==> src/hdl/a64se_pkg.sv <==
// shared types, opcode codes and decode helpers for the a64 subset executor
// no dependencies
package a64se_pkg;

  localparam int unsigned MemBytes = 4096;
  localparam logic [63:0] ResetPc = 64'h0000_0000_0040_0000;

  typedef enum logic [4:0] {
    OP_NONE, OP_ADDS, OP_ADD, OP_SUBS, OP_ANDS, OP_EOR, OP_ORR, OP_MUL, OP_MOVZ,
    OP_HLT, OP_STUR, OP_LDUR, OP_ADDSI, OP_ADDI, OP_SUBSI, OP_SHIFT, OP_BR, OP_B,
    OP_BCOND, OP_CBZ, OP_CBNZ
  } op_t;

  // back end sequencing
  typedef enum logic [2:0] {
    S_IDLE, S_READ, S_EXEC, S_MEM, S_MUL, S_CLEAR
  } back_state_t;

  // decoded request passed from front to back
  typedef struct packed {
    op_t         op;
    logic [4:0]  rd;
    logic [4:0]  rn;
    logic [4:0]  rm;
    logic [63:0] imm;
    logic [5:0]  immr;
    logic        lsr;
    logic [3:0]  cond;
    logic [3:0]  nbytes;
  } dec_t;

  function automatic dec_t decode(input logic [31:0] w);
    dec_t d;
    logic [10:0] op11;
    logic [9:0]  op10;
    d = '0;
    op11 = w[31:21];
    op10 = w[31:22];
    d.rd = w[4:0];
    d.rn = w[9:5];
    d.rm = w[20:16];
    d.immr = w[21:16];
    d.lsr = (w[15:10] == 6'd63) || (w[15:10] == 6'd31);
    d.cond = w[3:0];
    d.imm = w[22] ? {40'd0, w[21:10], 12'd0} : {52'd0, w[21:10]};
    d.nbytes = 4'd8;
    case (op11)
      11'h558: d.op = OP_ADDS;
      11'h458: d.op = OP_ADD;
      11'h758: d.op = OP_SUBS;
      11'h750: d.op = OP_ANDS;
      11'h650: d.op = OP_EOR;
      11'h550: d.op = OP_ORR;
      11'h4D8: d.op = OP_MUL;
      11'h694: begin d.op = OP_MOVZ; d.imm = {48'd0, w[20:5]}; end
      11'h6A2: d.op = OP_HLT;
      11'h7C0, 11'h3C0, 11'h1C0, 11'h7C2, 11'h3C2, 11'h1C2: begin
        d.op = op11[1] ? OP_LDUR : OP_STUR;
        d.imm = {{55{w[20]}}, w[20:12]};
        d.nbytes = (op11[10:9] == 2'b11) ? 4'd8 : (op11[9] ? 4'd2 : 4'd1);
      end
      default: begin
        if (op10[9:1] == 9'h162) d.op = OP_ADDSI;
        else if (op10[9:1] == 9'h122) d.op = OP_ADDI;
        else if (op10[9:1] == 9'h1E2) d.op = OP_SUBSI;
        else if (op10 == 10'h34D) d.op = OP_SHIFT;
        else if (w[31:10] == 22'h3587C0) d.op = OP_BR;
        else if (w[31:26] == 6'h05) begin
          d.op = OP_B;
          d.imm = {{36{w[25]}}, w[25:0], 2'b00};
        end else if (w[31:24] == 8'h54 || w[31:24] == 8'hB4 || w[31:24] == 8'hB5) begin
          d.op = (w[31:24] == 8'h54) ? OP_BCOND : (w[24] ? OP_CBNZ : OP_CBZ);
          d.imm = {{43{w[23]}}, w[23:5], 2'b00};
        end else d.op = OP_NONE;
      end
    endcase
    return d;
  endfunction

endpackage

==> src/hdl/a64se_front.sv <==
// front: accepts instruction words, decodes them and holds them in a short queue
// depends on a64se_pkg
module a64se_front (
  input  logic                clk,
  input  logic                rst,
  input  logic                in_valid,
  output logic                in_ready,
  input  logic [31:0]         instruction_word,
  output logic                q_valid,
  input  logic                q_ready,
  output a64se_pkg::dec_t     q_data
);

  localparam int unsigned Depth = 2;

  a64se_pkg::dec_t slots [Depth];
  logic       wr_ptr;
  logic       rd_ptr;
  logic [1:0] count;
  logic       push;
  logic       pop;

  assign in_ready = (count != 2'(Depth));
  assign push = in_valid && in_ready;
  assign q_valid = (count != 2'd0);
  assign pop = q_valid && q_ready;
  assign q_data = slots[rd_ptr];

  // decoded entry storage
  always_ff @(posedge clk) begin
    if (push) slots[wr_ptr] <= a64se_pkg::decode(instruction_word);
  end

  // queue pointers
  always_ff @(posedge clk) begin
    if (rst) begin
      wr_ptr <= 1'b0;
      rd_ptr <= 1'b0;
      count <= 2'd0;
    end else begin
      if (push) wr_ptr <= ~wr_ptr;
      if (pop) rd_ptr <= ~rd_ptr;
      count <= count + 2'(push) - 2'(pop);
    end
  end

  a_no_overflow: assert property (@(posedge clk) disable iff (rst) count <= 2'(Depth))
    else $error("queue count overflow");
  a_pop_nonempty: assert property (@(posedge clk) disable iff (rst)
    (count == 2'd0) |-> !pop) else $error("pop from empty queue");
  a_count_step: assert property (@(posedge clk) disable iff (rst)
    (push && !pop) |=> (count == $past(count) + 2'd1)) else $error("count did not grow");

endmodule

==> config.mk <==
export PLATFORM = sky130hd
export DESIGN_NAME = a64se_front
export DESIGN_NICKNAME = d
export VERILOG_FILES = /design/src/hdl/a64se_pkg.sv /design/src/hdl/a64se_front.sv
export SDC_FILE = /design/constraint.sdc
export NUM_CORES = 1
export LEC_CHECK = 0
export BUFFER_PORTS_ARGS = -buffer_cell sky130_fd_sc_hd__buf_4
export CORE_ASPECT_RATIO = 0.7
export CORE_MARGIN = 4
export CORE_UTILIZATION = 30
export DETAILED_ROUTE_END_ITERATION = 16
export GPL_ROUTABILITY_DRIVEN = 0
export PLACE_DENSITY = 0.5
export SLEW_MARGIN = 15
export SYNTH_ARGS = -nofsm -noshare
export SYNTH_HDL_FRONTEND = slang
export SYNTH_SLANG_ARGS = --single-unit
==> constraint.sdc <==
create_clock -name clk -period 6.19 [get_ports clk]
set_input_delay 1.238 -clock clk [delete_from_list [all_inputs] [get_ports clk]]
set_output_delay 1.238 -clock clk [all_outputs]
set_load 0.005 [all_outputs]
# After elaboration in Yosys (flattened, before gate mapping)

Memories as Yosys holds them, arrays and structs flattened. A register that Yosys moved wholly into a read port is not among the register bits.
Cells that the tools add are included.

Memories kept: 1
Word-level logic and storage cells: 74
Bits of input ports: 36
Bits in registers: 4
Memory bits (writable): 198

Multiplexer cells: 30
Bitwise logic cells: 2
Equal/unequal tests: 28
Reduce and logical (&&, ||, !) cells: 8
$add $sub $neg: 2

Memory list:

| memory | words | width | rd ports | clocked after memory_dff | write ports | line              | RTL |
|---|---|---|---|---|---|---|---|
| slots  | 2     | 99    | 1        | 1                        | 1           | a64se_front.sv:16 | `a64se_pkg::dec_t slots [Depth];` |

Operators with widths:

| operator                                                                | count |
|---|---|
| 64-bit two-way mux                                                      | 8 |
| 64-bit case mux with 3 select lines                                     | 1 |
| 11-bit equality test, second input constant                             | 11 |
| 5-bit case mux with 10 select lines                                     | 1 |
| 5-bit two-way mux                                                       | 8 |
| 9-bit equality test, second input constant                              | 3 |
| 24-bit two-way mux                                                      | 1 |
| 11-bit by 10-bit equality test with 1-bit output, second input constant | 2 |
| 11-bit by 9-bit equality test with 1-bit output, second input constant  | 2 |
| 22-bit equality test, second input constant                             | 1 |
| 8-bit equality test, second input constant                              | 2 |
| 4-bit two-way mux                                                       | 3 |
| 10-bit equality test, second input constant                             | 1 |
| 8-bit by 7-bit equality test with 1-bit output, second input constant   | 1 |
| 8-bit OR reduction                                                      | 1 |
| 6-bit by 3-bit equality test with 1-bit output, second input constant   | 1 |
| 6-bit by 5-bit equality test with 1-bit output, second input constant   | 1 |
| 6-bit equality test, second input constant                              | 1 |
| 3-bit two-way mux                                                       | 2 |
| 6-bit OR reduction                                                      | 1 |
| 1-bit two-way mux                                                       | 5 |
| 1-bit logical OR                                                        | 3 |
| 2-bit by 1-bit adder with 2-bit output                                  | 1 |
| 2-bit equality test, second input constant                              | 1 |
| 6 further kinds                                                         | 8 |

# Longest topological paths before layout

Depth in word-level cells: 12
Gate-level depth with buffers: 9
Mapped depth without buffers: 8

# Worst setup path before layout

OpenSTA, ideal clock, no wires.

Path type: input port to flip-flop
Start point: in in_valid
End point: mem slots[0][0] (netlist bit), enable pin
Cell stages on the path: 2
Setup slack: 2174 ps
Buffers on the path: 0
Arrival: 3552 ps
Cell sequence: nand2_1 -> nor2_1

Word-level cells in the longest chain between the ends: 3

Ends and longest elaborated chain:

| what                                    | line              | RTL |
|---|---|---|
| from (decl)                             | a64se_front.sv:6  | `input logic in_valid,` |
| 1-bit logical AND                       | a64se_front.sv:24 | `assign push = in_valid && in_ready;` |
| 1-bit two-way mux                       | a64se_front.sv:31 | `if (push) slots[wr_ptr] <= a64se_pkg::decode(instruction_word);` |
| 1-bit two-way mux (not written as such) | a64se_front.sv:31 |  |
| to (decl)                               | a64se_front.sv:16 |  |

No other way between the ends.

==> flow_summary_export.csv <==
group,metric,value,unit
run_status,status,"complete, no violations",
global_route,grt.total_usage,0.141,
floorplanning,num_rows,41,
power,p_comb_frac,0.322,
synthesis,yosysWarnings,0,
route,dr.pass1.iters,5,
route,drt_wl_total,15.1,mm
synthesis,syn_area_per_cell,13.0,um2
timing,worstMarginPinSlew,0.975,ns
synthesis,synth-seq-cells,111,
clocking,cts_tree,"yes",
power,vdd_drop_max,0.117,mV
global_route,grt_start_max_net_pins,54,
run,maxCapViolCount,0,
critical_path,worst-path-max-fanout,37,
power,power.density,332,nW/um2
synthesis,synthesis.area,5700,um2
clocking,clock_latency,0.35,ns
clocking,cts_root_buf,"clkbuf_16",
timing,skew,0.00447,ns
floorplanning,start_util,0.311,
synthesis,async_reset_ff_frac,0,
floorplanning,io_pins,137,
synthesis,synth-edff-count,106,
timing,hold_viol_final,0,
critical_path,path_common_cell,"buf_4",
power,clkPwrFrac,0.235,
critical_path,cpMaxStageDelayCell,"dfxtp_2",
critical_path,setup.worst_path.start_class,"flip-flop",
critical_path,crit_family,"flip-flops",
critical_path,cp_data_required_time,4.95,ns
global_route,antenna_found_initial,0,
hold_path,hold_class,"reg -> reg",
synthesis,ys_types,66,
critical_path,path_cells,"buf_4 > mux2_2 > buf_4",
critical_path,worstSetupEndpointType,"output port",
floorplanning,die-area,21300,um2
power,switchingPower,644,uW
route,avgRoutedWirePerCell,19.8,um
synthesis,syn-num-nets,476,
timing,relSlewSlack,0.345,
clocking,cts_sinks,111,
floorplanning,die_h,123,um
global_route,grt_pass1_wl,23.3,mm
power,sequentialPowerShare,0.443,
layout,diodes,0,
clocking,numCtsBuffers,9,
route,vias,3910,
critical_path,slowest_delay,0.95,ns
clocking,post_cts_buffers,0,
timing,period_share,0.619,
placement,dp_hpwl,10.5,mm
placement,portBuffers,135,
power,total_power,2280,uW
critical_path,cp_num_buf_inv,2,
clocking,cts_resized,0,
floorplanning,core_area,18300,um2
route,ant_nets,0,
clocking,clk_pin_slew,0.07,ns
clocking,cts.path.max_buffers,2,
layout,drive_gt1_frac,0.416,
clocking,cts_hold_buf,0,
synthesis,synth_ff_type,"edfxtp_1",
layout,nets,557,
critical_path,criticalPathCategory,"reg -> out",
global_route,overflow,0,
timing,rsz0062_at_grt,"no",
synthesis,syn-instance-count,438,
critical_path,arrival,2.59,ns
layout,area_growth,20.5,%
power,p_int,1640,uW
floorplanning,die_w,173,um
route,drcViolationCount,0,
global_route,grt_pass1_vias,3835,
route,drtIter0Drc,419,
clocking,htree_num_levels,3,
timing,fin_setup_tns,0,ns
power,swShare,0.282,
timing,slew_viol_final,0,
route,vias_per_cell,5.14,
timing,setup_viol,0,
power,p_leak,0.00263,uW
timing,clock.fmax,0.261,GHz
synthesis,seq_area_frac_synth,0.576,
timing,min_period,3.83,ns
-- cell usage after synthesis (all sizes together) (2+ instances only) --
| library cell | n | area [um2] |
|---|---|---|
| dfxtp | 5 | 100 |
| inv | 7 | 26.3 |
| a22oi | 10 | 75.1 |
| a21oi | 8 | 40.0 |
| nor4 | 10 | 98.8 |
| o311ai | 2 | 17.5 |
| mux2 | 53 | 597 |
| nand2b | 8 | 50.1 |
| a21o | 10 | 75.1 |
| edfxtp | 106 | 3180 |
| and2 | 4 | 25.0 |
| nand2 | 27 | 101 |
| o21ai | 7 | 35.0 |
| nand4 | 2 | 12.5 |
| xnor2 | 4 | 35.0 |
| a211oi | 3 | 22.5 |
| buf | 57 | 415 |
| o311a | 3 | 30.0 |
| xor2 | 2 | 17.5 |
| or3 | 3 | 18.8 |
| clkbuf | 14 | 52.6 |
| nand4bb | 3 | 33.8 |
| nor2 | 22 | 82.6 |
| nand4b | 4 | 35.0 |
| and3 | 2 | 12.5 |
| or4b | 2 | 20.0 |
| nand3 | 5 | 25.0 |
| or3b | 2 | 17.5 |
| nor2b | 5 | 31.3 |
| ha | 2 | 25.0 |
| or2 | 3 | 18.8 |
| a221oi | 7 | 61.3 |
| a2111oi | 2 | 17.5 |
| a221o | 8 | 80.1 |
| nor4b | 2 | 17.5 |
| nor3 | 4 | 25.0 |
-- worst register-to-register path, cell delays in order, from the launching register on --
cell	delay, ns
dfxtp_1	0.35
nand2b_1	0.16
nand2_1	0.15
nor2_4	0.11
buf_4	0.61
-- cell usage in the layout (no fill, tap or decap), types with 4 or more instances in the layout --
cell type	n
dfxtp_1	4
a21o_1	10
a22oi_1	10
nor2b_1	5
nand2_1	27
inv_1	7
nor2_1	21
buf_4	141
a221o_1	8
nand4b_1	4
xnor2_1	4
nand2b_1	8
nor4_1	7
a21oi_1	8
clkbuf_16	9
nand3_1	5
mux2_2	53
edfxtp_1	106
a221oi_1	7
o21ai_0	4
-- through the flow --
stage / cell area [um2] / hold WS [ns] / std cells / utilization / setup slack, ns
3_5_place_dp: 6600 / 0.498 / 744 / 0.360 / 2.08
4_1_cts: 6870 / 0.527 / 760 / 0.375 / 2.27
5_1_grt: 6870 / 0.566 / 760 / 0.375 / 2.14
6_report: 6870 / 0.523 / 760 / 0.375 / 2.36
2_1_floorplan: 5700 / 0.481 / 438 / - / 2.17
3_3_place_gp: 6600 / 0.495 / 744 / 0.360 / 2.17
-- per-layer routing --
layer	routed length (um)	global-route usage
met1	7200	0.206
met3	1040	0.0394
met5	0	0
met2	6670	0.207
met4	157	0.0394
-- area by class of cell --
cell class              count  area, um2
flip-flops and latches    111       3280
clock inverters             6       43.8
inverters                   7       26.3
well taps                 236        295
clock buffers              10        229
multi-input cells         249       1930
fillers                  1789      11400
repair buffers            141       1060
-- kinds of logic after synthesis --
logic type,after synthesis,synth area share
buffers and inverters,78,0.0867
other,1,0.000658
xor gates and xnor gates,6,0.00922
and+or+nand+nor,114,0.119
AOI/OAI and AO/OA,73,0.0999
DFF,111,0.576
muxes,53,0.105
adders and majority gates,2,0.00439
-- worst paths after layout --
path	startpoint	endpoint	slack (ns)	depth (start not counted)
setup / recovery	flip-flop	q_data[62]	2.36	3
hold / removal	rd_ptr	rd_ptr	0.52	2
setup reg to reg	count[0]	slots[0][39]	4.40	4
hold reg to reg	rd_ptr	rd_ptr	0.52	2
-- sequential cells by signal (all words and copies together), names as in the netlist, named ones only --
register and cells:
slots 106, count 2, rd_ptr 1, wr_ptr 1
-- power by group through the flow --
| stage | clock, uW | combinational [uW] | sequential [uW] |
|---|---|---|---|
| floorplan | 0 | 463 | 996 |
| global placement | 0 | 744 | 1030 |
| detailed placement | 0 | 750 | 1030 |
| CTS | 554 | 754 | 1020 |
| global route | 588 | 802 | 1030 |
| finish | 536 | 735 | 1010 |
Note: power is estimated with default switching activity, not from simulation.
